`src/srpt_pkg.sv`:
```
// Shared types and constants for the stepper reel position tracker.
`timescale 1ns / 1ps
`default_nettype none
package srpt_pkg;

  localparam int unsigned NUM_MOTORS_DEF = 8;

  localparam int unsigned CMD_W    = 2;
  localparam int unsigned MOTOR_W  = 3;
  localparam int unsigned PAT_W    = 8;
  localparam int unsigned KIND_W   = 2;
  localparam int unsigned POS_W    = 9;
  localparam int unsigned PHASE_W  = 3;
  localparam int unsigned IN_DATA_W  = 40;
  localparam int unsigned OUT_DATA_W = 16;

  localparam logic [CMD_W-1:0] CMD_UPDATE = 2'd0;
  localparam logic [CMD_W-1:0] CMD_RESET  = 2'd1;
  localparam logic [CMD_W-1:0] CMD_CONFIG = 2'd2;

  localparam logic [KIND_W-1:0] KIND_A        = 2'd0;
  localparam logic [KIND_W-1:0] KIND_B        = 2'd1;
  localparam logic [KIND_W-1:0] KIND_TWO_LINE = 2'd2;
  localparam logic [KIND_W-1:0] KIND_DICE     = 2'd3;

  localparam logic [POS_W:0] SPAN_REEL = 10'd96;
  localparam logic [POS_W:0] SPAN_DICE = 10'd288;

  localparam logic [PHASE_W-1:0] PHASE_HOME = 3'd7;

  typedef struct packed {
    logic [CMD_W-1:0]   cmd;
    logic [MOTOR_W-1:0] motor;
    logic [PAT_W-1:0]   coil_pattern;
    logic [KIND_W-1:0]  reel_kind;
    logic               spins_backward;
    logic [POS_W-1:0]   window_start;
    logic [POS_W-1:0]   window_end;
    logic [PAT_W-1:0]   window_pattern;
  } item_t;

  typedef struct packed {
    logic [KIND_W-1:0]  kind;
    logic               backward;
    logic [POS_W-1:0]   win_start;
    logic [POS_W-1:0]   win_end;
    logic [PAT_W-1:0]   need_pat;
    logic [PHASE_W-1:0] phase_now;
    logic [PHASE_W-1:0] phase_before;
    logic [PAT_W-1:0]   pat_now;
    logic [PAT_W-1:0]   pat_before;
    logic [POS_W-1:0]   pos;
    logic               optic;
  } entry_t;

  typedef struct packed {
    logic               en;
    logic [MOTOR_W-1:0] idx;
    entry_t             data;
  } table_wr_t;

  typedef struct packed {
    logic [POS_W-1:0] position;
    logic             optic;
    logic             moved;
  } result_t;

endpackage
`default_nettype wire

```
`src/stepper_reel_position_tracker_core.sv`:
```
// Top level of the stepper reel position tracker: request and result registers.
//
//  channel | ports                     | payload
//  --------+---------------------------+---------------------------------------
//  in      | in_tvalid/tready/tdata/user | tuser: cmd; tdata: motor, coil,
//          |                           |   kind, backward, window start/end/pat
//  out     | out_tvalid/tready/tdata   | tdata: position, optic, moved
//
//  One request per cycle unless the output stalls; request and result each
//  sit in a register. The motor state is read and written in the same cycle,
//  so back-to-back requests to one motor see each other's effect.
//  Synchronous reset clears all motor entries and both valid flags.
//  A stalled result holds in the output register; one more request waits in the
//  request register, then in_tready drops until the result drains.
`timescale 1ns / 1ps
`default_nettype none
module stepper_reel_position_tracker_core #(
  parameter int unsigned NUM_MOTORS = srpt_pkg::NUM_MOTORS_DEF
) (
  input  wire logic                              clk,
  input  wire logic                              rst_n,
  input  wire logic                              in_tvalid,
  output logic                                   in_tready,
  // [2:0] motor, [10:3] coil_pattern, [12:11] reel_kind, [13] spins_backward,
  // [22:14] window_start, [31:23] window_end, [39:32] window_pattern
  input  wire logic [srpt_pkg::IN_DATA_W-1:0]    in_tdata,
  // [1:0] cmd
  input  wire logic [srpt_pkg::CMD_W-1:0]        in_tuser,
  output logic                                   out_tvalid,
  input  wire logic                              out_tready,
  // [8:0] position, [9] optic, [10] moved, [15:11] zero
  output logic [srpt_pkg::OUT_DATA_W-1:0]        out_tdata
);

  localparam int unsigned MAX_MOTORS = 2 ** srpt_pkg::MOTOR_W;
  localparam int unsigned DEPTH = (NUM_MOTORS < MAX_MOTORS) ? NUM_MOTORS : MAX_MOTORS;

  logic                in_valid_r, in_valid_nxt;
  srpt_pkg::item_t     item_r, item_nxt, item_in;
  logic                out_valid_r, out_valid_nxt;
  srpt_pkg::result_t   res_r, res_nxt;
  logic                fire;
  logic                in_accept;
  logic                in_range;
  srpt_pkg::entry_t    cur_entry;
  srpt_pkg::table_wr_t table_wr;
  srpt_pkg::result_t   step_res;

  always_comb begin
    item_in.cmd            = in_tuser;
    item_in.motor          = in_tdata[2:0];
    item_in.coil_pattern   = in_tdata[10:3];
    item_in.reel_kind      = in_tdata[12:11];
    item_in.spins_backward = in_tdata[13];
    item_in.window_start   = in_tdata[22:14];
    item_in.window_end     = in_tdata[31:23];
    item_in.window_pattern = in_tdata[39:32];
  end

  assign fire      = in_valid_r && (!out_valid_r || out_tready);
  assign in_tready = !in_valid_r || fire;
  assign in_accept = in_tvalid && in_tready;
  assign in_range  = int'(item_r.motor) < NUM_MOTORS;

  srpt_table #(
    .DEPTH (DEPTH)
  ) u_table (
    .clk      (clk),
    .rst_n    (rst_n),
    .rd_idx   (item_r.motor),
    .rd_entry (cur_entry),
    .wr       ('{en: table_wr.en && fire, idx: table_wr.idx, data: table_wr.data})
  );

  srpt_step u_step (
    .item     (item_r),
    .in_range (in_range),
    .cur      (cur_entry),
    .wr       (table_wr),
    .res      (step_res)
  );

  always_comb begin
    in_valid_nxt = in_accept ? 1'b1 : (fire ? 1'b0 : in_valid_r);
    item_nxt = in_accept ? item_in : item_r;
    out_valid_nxt = fire ? 1'b1 : (out_tready ? 1'b0 : out_valid_r);
    res_nxt = fire ? step_res : res_r;
  end

  always_ff @(posedge clk) begin
    if (!rst_n) begin
      in_valid_r  <= 1'b0;
      out_valid_r <= 1'b0;
    end else begin
      in_valid_r  <= in_valid_nxt;
      out_valid_r <= out_valid_nxt;
    end
  end

  always_ff @(posedge clk) begin
    item_r <= item_nxt;
    res_r  <= res_nxt;
  end

  assign out_tvalid = out_valid_r;
  assign out_tdata  = {5'b0, res_r.moved, res_r.optic, res_r.position};

  a_ready_when_empty: assert property (@(posedge clk) disable iff (!rst_n)
    !in_tready |-> in_valid_r)
    else $error("request stage blocked while empty");

  a_fire_shows_result: assert property (@(posedge clk) disable iff (!rst_n)
    fire |=> out_valid_r)
    else $error("processed request produced no result");

  a_request_kept: assert property (@(posedge clk) disable iff (!rst_n)
    (in_valid_r && !fire) |=> (in_valid_r && $stable(item_r)))
    else $error("pending request lost or changed");

  a_moved_only_update: assert property (@(posedge clk) disable iff (!rst_n)
    (fire && (item_r.cmd != srpt_pkg::CMD_UPDATE)) |-> !step_res.moved)
    else $error("moved flag raised by a non-update request");

  a_position_in_span: assert property (@(posedge clk) disable iff (!rst_n)
    fire |-> ({1'b0, step_res.position} < srpt_pkg::SPAN_DICE))
    else $error("position beyond reel span");

endmodule
`default_nettype wire

```
`src/srpt_table.sv`:
```
// Per-motor state entries held in flip-flops, one read and one write port.
`timescale 1ns / 1ps
`default_nettype none
module srpt_table #(
  parameter int unsigned DEPTH = srpt_pkg::NUM_MOTORS_DEF
) (
  input  wire logic                          clk,
  input  wire logic                          rst_n,
  input  wire logic [srpt_pkg::MOTOR_W-1:0]  rd_idx,
  output srpt_pkg::entry_t                   rd_entry,
  input  wire srpt_pkg::table_wr_t           wr
);

  localparam int unsigned IDX_W = (DEPTH > 1) ? $clog2(DEPTH) : 1;

  srpt_pkg::entry_t entries_r [DEPTH];

  always_comb begin
    if (int'(rd_idx) < DEPTH) begin
      rd_entry = entries_r[rd_idx[IDX_W-1:0]];
    end else begin
      rd_entry = '0;
    end
  end

  always_ff @(posedge clk) begin
    if (!rst_n) begin
      for (int i = 0; i < DEPTH; i++) begin
        entries_r[i] <= '0;
      end
    end else if (wr.en && (int'(wr.idx) < DEPTH)) begin
      entries_r[wr.idx[IDX_W-1:0]] <= wr.data;
    end
  end

endmodule
`default_nettype wire

```
`src/srpt_step.sv`:
```
// Phase decode, position step, wrap and index optic for one request, plus the reset and config entry updates.
`timescale 1ns / 1ps
`default_nettype none
module srpt_step (
  input  wire srpt_pkg::item_t   item,
  input  wire logic              in_range,
  input  wire srpt_pkg::entry_t  cur,
  output srpt_pkg::table_wr_t    wr,
  output srpt_pkg::result_t      res
);

  typedef struct packed {
    logic                         hit;
    logic [srpt_pkg::PHASE_W-1:0] phase;
  } phase_dec_t;

  function automatic phase_dec_t decode_phase(
    input logic [srpt_pkg::KIND_W-1:0]  kind,
    input logic [srpt_pkg::PAT_W-1:0]   pat,
    input logic [srpt_pkg::PHASE_W-1:0] prev
  );
    logic [srpt_pkg::PHASE_W-1:0] north;
    logic [srpt_pkg::PHASE_W-1:0] east;
    phase_dec_t d;
    north = (prev == 3'd6 || prev == 3'd0) ? 3'd7 : 3'd3;
    east  = (prev == 3'd6 || prev == 3'd4) ? 3'd5 : 3'd1;
    d.hit = 1'b1;
    d.phase = '0;
    if (kind == srpt_pkg::KIND_B) begin
      case (pat)
        8'h01:   d.phase = 3'd7;
        8'h03:   d.phase = 3'd6;
        8'h02:   d.phase = 3'd5;
        8'h06:   d.phase = 3'd4;
        8'h04:   d.phase = 3'd3;
        8'h0C:   d.phase = 3'd2;
        8'h08:   d.phase = 3'd1;
        8'h09:   d.phase = 3'd0;
        8'h05:   d.phase = north;
        8'h0A:   d.phase = east;
        default: d.hit = 1'b0;
      endcase
    end else if (kind == srpt_pkg::KIND_TWO_LINE) begin
      case (pat)
        8'h00:   d.phase = 3'd6;
        8'h01:   d.phase = 3'd4;
        8'h03:   d.phase = 3'd2;
        8'h02:   d.phase = 3'd0;
        default: d.hit = 1'b0;
      endcase
    end else begin
      case (pat)
        8'h02:   d.phase = 3'd7;
        8'h06:   d.phase = 3'd6;
        8'h04:   d.phase = 3'd5;
        8'h05:   d.phase = 3'd4;
        8'h01:   d.phase = 3'd3;
        8'h09:   d.phase = 3'd2;
        8'h08:   d.phase = 3'd1;
        8'h0A:   d.phase = 3'd0;
        8'h03:   d.phase = north;
        8'h0C:   d.phase = east;
        default: d.hit = 1'b0;
      endcase
    end
    return d;
  endfunction

  function automatic logic optic_eval(input srpt_pkg::entry_t e);
    logic in_win;
    logic match;
    if (e.win_start > e.win_end) begin
      in_win = (e.pos > e.win_start) || (e.pos < e.win_end);
    end else begin
      in_win = (e.pos > e.win_start) && (e.pos < e.win_end);
    end
    match = (e.pat_now == e.need_pat) || (e.need_pat == '0) ||
            ((e.pat_now == '0) && (e.pat_before == e.need_pat));
    return in_win && match;
  endfunction

  phase_dec_t                   dec;
  logic [srpt_pkg::PHASE_W-1:0] phase_new;
  logic signed [3:0]            diff_raw;
  logic signed [3:0]            diff_wrap;
  logic signed [3:0]            diff_dir;
  logic [srpt_pkg::POS_W:0]     span;
  logic [srpt_pkg::POS_W+1:0]   pos_sum;
  logic [srpt_pkg::POS_W+1:0]   pos_wrap;
  logic [srpt_pkg::POS_W-1:0]   pos_step;
  logic                         home_kind;
  srpt_pkg::entry_t             nxt;
  logic                         moved;

  always_comb begin
    dec = decode_phase(cur.kind, item.coil_pattern, cur.phase_before);
    phase_new = dec.hit ? dec.phase : cur.phase_now;
    diff_raw = $signed({1'b0, cur.phase_before}) - $signed({1'b0, phase_new});
    if (diff_raw < -4'sd4) begin
      diff_wrap = diff_raw + 4'sd8;
    end else if (diff_raw > 4'sd4) begin
      diff_wrap = diff_raw - 4'sd8;
    end else begin
      diff_wrap = diff_raw;
    end
    diff_dir = cur.backward ? -diff_wrap : diff_wrap;
    span = (cur.kind == srpt_pkg::KIND_DICE) ? srpt_pkg::SPAN_DICE : srpt_pkg::SPAN_REEL;
    pos_sum = {2'b00, cur.pos} + {{(srpt_pkg::POS_W - 2){diff_dir[3]}}, diff_dir};
    if (pos_sum[srpt_pkg::POS_W+1]) begin
      pos_wrap = pos_sum + {1'b0, span};
    end else if (pos_sum >= {1'b0, span}) begin
      pos_wrap = pos_sum - {1'b0, span};
    end else begin
      pos_wrap = pos_sum;
    end
    pos_step = pos_wrap[srpt_pkg::POS_W-1:0];
    home_kind = (cur.kind == srpt_pkg::KIND_A) || (cur.kind == srpt_pkg::KIND_DICE);
  end

  always_comb begin
    nxt = cur;
    moved = 1'b0;
    wr.en = 1'b0;
    case (item.cmd)
      srpt_pkg::CMD_UPDATE: begin
        nxt.pat_now = item.coil_pattern;
        nxt.pat_before = item.coil_pattern;
        nxt.phase_now = phase_new;
        nxt.phase_before = phase_new;
        nxt.pos = pos_step;
        nxt.optic = optic_eval(nxt);
        moved = (pos_step != cur.pos);
        wr.en = 1'b1;
      end
      srpt_pkg::CMD_RESET: begin
        nxt.pos = '0;
        nxt.pat_now = '0;
        nxt.pat_before = '0;
        nxt.phase_now = '0;
        if (home_kind) begin
          nxt.phase_now = srpt_pkg::PHASE_HOME;
          nxt.phase_before = srpt_pkg::PHASE_HOME;
        end
        nxt.optic = optic_eval(nxt);
        wr.en = 1'b1;
      end
      srpt_pkg::CMD_CONFIG: begin
        nxt.kind = item.reel_kind;
        nxt.backward = item.spins_backward;
        nxt.win_start = item.window_start;
        nxt.win_end = item.window_end;
        nxt.need_pat = item.window_pattern;
        nxt.phase_now = '0;
        nxt.pat_now = '0;
        nxt.pat_before = '0;
        nxt.pos = '0;
        wr.en = 1'b1;
      end
      default: begin
      end
    endcase
    wr.idx = item.motor;
    wr.data = nxt;
    if (in_range) begin
      res.position = nxt.pos;
      res.optic = nxt.optic;
      res.moved = moved;
    end else begin
      wr.en = 1'b0;
      res = '0;
    end
  end

endmodule
`default_nettype wire
```
`config.mk`:
```
export PLATFORM = sky130hd
export DESIGN_NAME = stepper_reel_position_tracker_core
export DESIGN_NICKNAME = d
export VERILOG_FILES = /design/src/srpt_pkg.sv /design/src/stepper_reel_position_tracker_core.sv /design/src/srpt_table.sv /design/src/srpt_step.sv
export SDC_FILE = /design/constraint.sdc
export NUM_CORES = 1
export LEC_CHECK = 0
export BUFFER_PORTS_ARGS = -buffer_cell sky130_fd_sc_hd__clkbuf_2
export CAP_MARGIN = 20
export CORE_ASPECT_RATIO = 0.8
export CORE_MARGIN = 1.5
export CORE_UTILIZATION = 70
export CTS_BUF_LIST = sky130_fd_sc_hd__clkbuf_8
export DETAILED_ROUTE_END_ITERATION = 12
export HOLD_SLACK_MARGIN = 0.05
export PLACE_DENSITY = 0.88
export SLEW_MARGIN = 20
export SYNTH_ARGS = -nofsm -noshare
export SYNTH_HDL_FRONTEND = slang
export SYNTH_HIERARCHICAL = 1
export SYNTH_SLANG_ARGS = --single-unit
```
`constraint.sdc`:
```
create_clock -name clk -period 16.41 [get_ports clk]
set_input_delay 0 -clock clk [delete_from_list [all_inputs] [get_ports clk]]
set_output_delay 0 -clock clk [all_outputs]
set_load 0.02 [all_outputs]
```
==> results of run 1 <==
[power breakdown]
part	internal [uW]	switching, uW
clock network	376	406
logic	311	522
registers	1210	19.2
total	1900	947
[sequential cells by signal, indices dropped and copies added, names as in the netlist]
register,count
u_table/entries_r,360
out_tdata,11
out_tvalid,1
item_r,42
in_valid_r,1
[worst min-delay path by stage]
| stage | start | endpoint | slack, ps | cells past startpoint |
|---|---|---|---|---|
| floorplan | in_tdata[32] | item_r[0] | 100 | 0 |
| global route | in_tdata[1] | item_r[38] | 50 | 2 |
| global placement | in_tdata[9] | item_r[35] | 180 | 1 |
| detailed placement | in_tdata[22] | item_r[25] | 180 | 1 |
| CTS | in_tdata[20] | item_r[23] | 50 | 2 |
| finish | in_tdata[1] | item_r[38] | 60 | 2 |
[layout by cell type, fill, tap and decap left out, drive strengths merged, types with 46 or more instances in the layout]
cell	instances
clkbuf	119
clkinv	64
dlygate4sd3	53
edfxtp	413
ha	46
inv	67
mux2	55
mux4	90
nand2	59
nor3	364
o21ai	53
[metrics by stage]
stage | total power (uW) | setup WS, ps | util, %
floorplan | 1820 | 7390 | -
global placement | 1990 | 5480 | 73.3
detailed placement | 2010 | 4930 | 73.3
CTS | 2780 | 4910 | 78.9
global route | 2940 | 3970 | 79.0
finish | 2840 | 4730 | 79.0
[cell type report]
type,count,share of cell area [%]
Sequential cell,415,55.2
Multi-Input combinational cell,875,32.0
Timing Repair Buffer,134,4.46
Clock buffer,61,3.72
Tap cell,370,2.05
Inverter,87,1.45
Clock inverter,48,1.13
Antenna cell,1,0.0111
[per-layer routing]
metal / global-route usage [%] / wire length [um]
met4: 17.1 / 2210
met3: 9.75 / 7990
met2: 56.6 / 25200
met5: 0 / 0
met1: 48.9 / 19500
[worst max-delay path, delay by kind of cell (launching register included)]
family / cells / cell delay, ps
AO/OA/AOI/OAI: 12 / 2730
adder cells (fa/ha/maj): 8 / 2490
multiplexers: 3 / 1800
AND/OR/NAND/NOR: 7 / 1540
buffers and inverters: 6 / 1430
flip-flops: 1 / 1000
XOR/XNOR: 1 / 470
==> impl_metrics.prom, run 1 <==
# TYPE chip_impl_metric gauge
chip_impl_metric{name="irDropWorstVdd",unit="mV"} 0.105
chip_impl_metric{name="numCtsBuffers",unit=""} 61
chip_impl_metric{name="clock_insertion_delay_worst_skew",unit="ps"} 690
chip_impl_metric{name="reg2regPathDepth",unit=""} 37
chip_impl_metric{name="cts_repair_resize_count",unit=""} 0
chip_impl_metric{name="globalplace.congestion",unit=""} 0.930
chip_impl_metric{name="cts_sinks",unit=""} 415
chip_impl_metric{name="cpPeakStageDelay",unit="ps"} 1000
chip_impl_metric{name="ff_latch_area",unit="um^2"} 12400
chip_impl_metric{name="hold_violations",unit=""} 0
chip_impl_metric{name="cp.required",unit="ps"} 16880
chip_impl_metric{name="syn_inst",unit=""} 1522
chip_impl_metric{name="drt-vias-per-instance",unit=""} 7.11
chip_impl_metric{name="grt_first_pass_wirelength",unit="um"} 81800
chip_impl_metric{name="postRouteWirelength",unit="um"} 54900
chip_impl_metric{name="postLayoutCellArea",unit="um^2"} 22500
chip_impl_metric{name="nets_finish",unit=""} 1670
chip_impl_info{name="worst_path_max_delay_cell",value="edfxtp_1"} 1
chip_impl_metric{name="design.core.area",unit="um^2"} 28600
chip_impl_info{name="worst_r2r_endpoint",value="u_table/entries_r[2][0]"} 1
chip_impl_metric{name="setup_viol",unit=""} 0
chip_impl_metric{name="die_width",unit="um"} 194
chip_impl_metric{name="cts-hold-fix-buffers",unit=""} 52
chip_impl_metric{name="final.fill_count",unit=""} 1476
chip_impl_info{name="timing_worst_setup_path_type",value="reg2reg"} 1
chip_impl_metric{name="worst-slew-pin-transition",unit="ps"} 1070
chip_impl_info{name="grt_setup_unrepaired",value="false"} 1
chip_impl_metric{name="final_layout_size_suffix_gt1_share",unit="%"} 19.9
chip_impl_metric{name="vias",unit=""} 14155
chip_impl_info{name="timing.critical_path.to_type",value="flop"} 1
chip_impl_metric{name="finalClockSkew",unit="ps"} 66.3
chip_impl_metric{name="syn_to_layout_area_delta",unit="%"} 10.0
chip_impl_metric{name="slew_violations",unit=""} 0
chip_impl_metric{name="drc_errors",unit=""} 0
chip_impl_info{name="critical_path.startpoint_type",value="flop"} 1
chip_impl_metric{name="p_leak",unit="uW"} 0.00774
chip_impl_metric{name="htree_num_levels",unit=""} 2
chip_impl_metric{name="drt_first_iter_violations",unit=""} 2378
chip_impl_metric{name="cp.arrival",unit="ps"} 12150
chip_impl_metric{name="first_global_vias",unit=""} 14191
chip_impl_metric{name="filler_free_cell_count_of_the_finished_design",unit=""} 1991
chip_impl_info{name="run_status",value="complete, no violations"} 1
chip_impl_metric{name="multi_input_comb_area",unit="um^2"} 7220
chip_impl_metric{name="netlist_area",unit="um^2"} 20500
chip_impl_metric{name="cts_buffer_depth",unit=""} 3
chip_impl_metric{name="floorplan.die_area",unit="um^2"} 30300
chip_impl_metric{name="max_freq",unit="MHz"} 85.6
chip_impl_metric{name="initial_utilization",unit="%"} 71.8
chip_impl_metric{name="post-cts-setup-buffer-count",unit=""} 0
chip_impl_metric{name="hold_worst_slack",unit="ps"} 59.9
chip_impl_info{name="tritoncts",value="built"} 1
chip_impl_metric{name="grt_antenna_before_repair",unit=""} 1
chip_impl_metric{name="grt-ovfl-total",unit=""} 0
chip_impl_info{name="timing.rr.start",value="item_r[37]"} 1
chip_impl_metric{name="drt-pass1-iter-count",unit=""} 6
chip_impl_metric{name="final.setup.tns",unit="ps"} 0
chip_impl_metric{name="grtUsageTotal",unit="%"} 36.4
chip_impl_metric{name="pin_count_of_the_biggest_net_entering_global_routing",unit=""} 159
chip_impl_metric{name="io_buffer_count",unit=""} 58
chip_impl_info{name="root_buffer",value="clkbuf_8"} 1
chip_impl_info{name="setup.worst_path.start",value="item_r[37]"} 1
chip_impl_metric{name="crit_fanout",unit=""} 32
chip_impl_metric{name="design.portCount",unit=""} 64
chip_impl_metric{name="ys.warnings.count",unit=""} 6
chip_impl_metric{name="relSlewSlack",unit="%"} 26.9
chip_impl_metric{name="final_antenna_violating_net_count",unit=""} 0
chip_impl_metric{name="clk_pin_slew",unit="ps"} 70
chip_impl_metric{name="dp.cells",unit=""} 1828
chip_impl_metric{name="final_period_demand_of_the_worst_path",unit="ps"} 11680
chip_impl_metric{name="rrSetupSlack",unit="ps"} 4730
chip_impl_info{name="most_common_cell_on_crit_path",value="ha_1"} 1
chip_impl_metric{name="total_half_perimeter_wirelength_after_legalization_and_detailed_placement",unit="um"} 30900
chip_impl_metric{name="finalCritPeriodShare",unit="%"} 71.2
chip_impl_metric{name="cap_violations",unit=""} 0
chip_impl_info{name="worst_setup_path_endpoint",value="u_table/entries_r[2][0]"} 1
chip_impl_metric{name="power.density_cell_area",unit="nW/um^2"} 126
chip_impl_metric{name="post_place_instance_area",unit="um^2"} 20900
chip_impl_info{name="min_path_type",value="in2reg"} 1
chip_impl_metric{name="post_drt_wl_per_cell",unit="um"} 27.6
chip_impl_metric{name="fp-row-count",unit=""} 55
chip_impl_metric{name="syn_avg_cell_area",unit="um^2"} 13.5
chip_impl_metric{name="floorplan.die.height",unit="um"} 156
Note: power is estimated with default switching activity, not from simulation.
==> inputs of run 2 (changes only) <==
ABC_AREA = 1   (was unset)
CORE_UTILIZATION = 60   (was 70)
PLACE_DENSITY = 0.8   (was 0.88)
clock period = 9.61 ns   (was 16.41 ns; I/O delays follow)
==> impl_metrics.prom, run 2 <==
# TYPE chip_impl_metric gauge
chip_impl_info{name="top_register",value="u_table/entries_r"} 1
chip_impl_metric{name="globalplace.congestion",unit=""} 0.956
chip_impl_metric{name="cap_violations",unit=""} 0
chip_impl_metric{name="initial_utilization",unit="%"} 61.0
chip_impl_info{name="critical_path.startpoint_type",value="flop"} 1
chip_impl_metric{name="grt-ovfl-total",unit=""} 0
chip_impl_metric{name="p_total",unit="uW"} 4970
chip_impl_metric{name="ys.warnings.count",unit=""} 6
chip_impl_metric{name="die_width",unit="um"} 220
chip_impl_info{name="critPathTopFamily",value="simple AND/OR/NAND/NOR gates"} 1
chip_impl_metric{name="layout.core_utilization",unit="%"} 65.9
chip_impl_metric{name="cp.required",unit="ps"} 9930
chip_impl_info{name="worst_path_max_delay_cell",value="buf_12"} 1
chip_impl_metric{name="nets_finish",unit=""} 2840
chip_impl_metric{name="post_drt_wl_per_cell",unit="um"} 18.7
chip_impl_metric{name="drt_first_iter_violations",unit=""} 2139
chip_impl_metric{name="final_antenna_violating_net_count",unit=""} 0
chip_impl_metric{name="cpPeakStageDelay",unit="ps"} 600
chip_impl_metric{name="p_leak",unit="uW"} 0.0117
chip_impl_metric{name="number_of_flip_flops_in_the_largest_register",unit=""} 360
chip_impl_metric{name="floorplan.die_area",unit="um^2"} 39000
chip_impl_metric{name="hold_violations",unit=""} 0
chip_impl_metric{name="syn_avg_cell_area",unit="um^2"} 8.46
chip_impl_metric{name="netlist_area",unit="um^2"} 22700
chip_impl_metric{name="worstPathBufferInverterCount",unit=""} 11
chip_impl_metric{name="vias",unit=""} 17769
chip_impl_info{name="final_common_cell",value="nand2_1"} 1
chip_impl_metric{name="finalClockSkew",unit="ps"} 23.7
chip_impl_info{name="tritoncts",value="built"} 1
chip_impl_metric{name="design.portCount",unit=""} 64
chip_impl_metric{name="cts_repair_resize_count",unit=""} 0
chip_impl_metric{name="syn_to_layout_area_delta",unit="%"} 7.96
chip_impl_metric{name="cts_buffer_depth",unit=""} 3
chip_impl_metric{name="numCtsBuffers",unit=""} 69
chip_impl_metric{name="worst-slew-pin-transition",unit="ps"} 960
chip_impl_metric{name="slew_violations",unit=""} 0
chip_impl_metric{name="clk_pin_slew",unit="ps"} 60
chip_impl_metric{name="irDropWorstVdd",unit="mV"} 0.132
chip_impl_metric{name="crit_fanout",unit=""} 182
chip_impl_metric{name="antenna_cells_inserted",unit=""} 0
chip_impl_info{name="grt_setup_unrepaired",value="false"} 1
chip_impl_info{name="run_status",value="complete, no violations"} 1
chip_impl_metric{name="drt-pass1-iter-count",unit=""} 6
chip_impl_metric{name="hold_worst_slack",unit="ps"} 104
chip_impl_metric{name="cp.arrival",unit="ps"} 8540
chip_impl_metric{name="cts_sinks",unit=""} 415
chip_impl_metric{name="final_period_demand_of_the_worst_path",unit="ps"} 8220
chip_impl_metric{name="floorplan.die.height",unit="um"} 177
chip_impl_metric{name="power.density_cell_area",unit="nW/um^2"} 203
chip_impl_metric{name="final.fill_count",unit=""} 2952
chip_impl_metric{name="final.setup.tns",unit="ps"} 0
chip_impl_metric{name="io_buffer_count",unit=""} 58
chip_impl_metric{name="syn_inst",unit=""} 2680
chip_impl_metric{name="grtUsageTotal",unit="%"} 32.5
chip_impl_info{name="root_buffer",value="clkbuf_8"} 1
chip_impl_metric{name="total_half_perimeter_wirelength_after_legalization_and_detailed_placement",unit="um"} 35000
chip_impl_metric{name="postLayoutCellArea",unit="um^2"} 24500
chip_impl_info{name="most_common_cell_on_crit_path",value="nand2_1"} 1
chip_impl_metric{name="post_place_instance_area",unit="um^2"} 22800
chip_impl_metric{name="first_global_vias",unit=""} 17545
chip_impl_metric{name="htree_num_levels",unit=""} 3
chip_impl_metric{name="setup_viol",unit=""} 0
chip_impl_metric{name="clock_insertion_delay_worst_skew",unit="ps"} 610
chip_impl_metric{name="drt-vias-per-instance",unit=""} 5.42
chip_impl_info{name="min_path_type",value="in2reg"} 1
chip_impl_metric{name="fp-row-count",unit=""} 63
chip_impl_metric{name="max_freq",unit="MHz"} 122
chip_impl_metric{name="finalCritPeriodShare",unit="%"} 85.5
chip_impl_metric{name="relSlewSlack",unit="%"} 36.0
chip_impl_metric{name="grt_antenna_before_repair",unit=""} 0
chip_impl_info{name="timing.critical_path.to_type",value="flop"} 1
chip_impl_metric{name="drc_errors",unit=""} 0
chip_impl_metric{name="postRouteWirelength",unit="um"} 61400
chip_impl_info{name="timing_worst_setup_path_type",value="reg2reg"} 1
chip_impl_metric{name="design.core.area",unit="um^2"} 37100
chip_impl_info{name="top_library_cells_by_usage_in_the_layout_fill_and_taps_aside",value="nand2_1 (713), inv_1 (542), nor2_1 (427)"} 1
chip_impl_metric{name="pin_count_of_the_biggest_net_entering_global_routing",unit=""} 183
chip_impl_metric{name="final_layout_size_suffix_gt1_share",unit="%"} 8.39
chip_impl_metric{name="grt_first_pass_wirelength",unit="um"} 95200
[run 2: through the flow]
| stage | instances | worst slack (ps) |
|---|---|---|
| finish | 3277 | 1390 |
| global route | 3277 | 471 |
| CTS | 3277 | 1460 |
| detailed placement | 3113 | 1500 |
| global placement | 3113 | 1690 |
| floorplan | 2684 | 2660 |
[run 2: routing by layer]
| layer | track usage, % | vias up | share of wire, % |
|---|---|---|---|
| li1 | - | 8398 | - |
| met1 | 41.4 | 8135 | 38 |
| met2 | 54.1 | 1048 | 47 |
| met3 | 5.70 | 188 | 11 |
| met4 | 15.2 | 0 | 4.4 |
| met5 | 0 | - | 0 |
[run 2: layout make-up]
cell class,instances,area [um^2],area share (%)
Multi-Input combinational cell,1590,7230,29.5
Inverter,537,2020,8.25
Clock buffer,71,977,3.99
Clock inverter,46,223,0.910
Tap cell,487,609,2.49
Timing Repair Buffer,131,968,3.96
Sequential cell,415,12400,50.8
[run 2: path summary, 6_finish.rpt]
path                from                  endpoint  slack, ps  cells after the start
max           item_r[37]   u_table/entries_r[1][0]       1390                     54
min          in_tdata[3]                item_r[29]        100                      2
max reg2reg   item_r[37]   u_table/entries_r[1][0]       1390                     54
min reg2reg    item_r[5]  u_table/entries_r[5][37]        830                      3
[run 2: worst reg2reg max path, delay by kind of cell, from the launching register on]
kind                     cells  cell delay [ps]
XOR/XNOR                     1              250
AND/OR/NAND/NOR             32             3050
adder cells (fa/ha/maj)      7             2200
buffers and inverters       11             1530
flip-flops                   1              440
AO/OA/AOI/OAI                3              450
[run 2: timing repair]
| action | CTS | global route |
|---|---|---|
| buffers inserted | 0 | 0 |
| endpoints found under the hold margin | 49 | 0 |
| hold buffers | 47 | 0 |
[run 2: power breakdown]
group / switching (uW) / total (uW) / internal, uW
Clock: 711 / 1420 / 710
Combinational: 998 / 1460 / 462
Sequential: 23.6 / 2090 / 2060
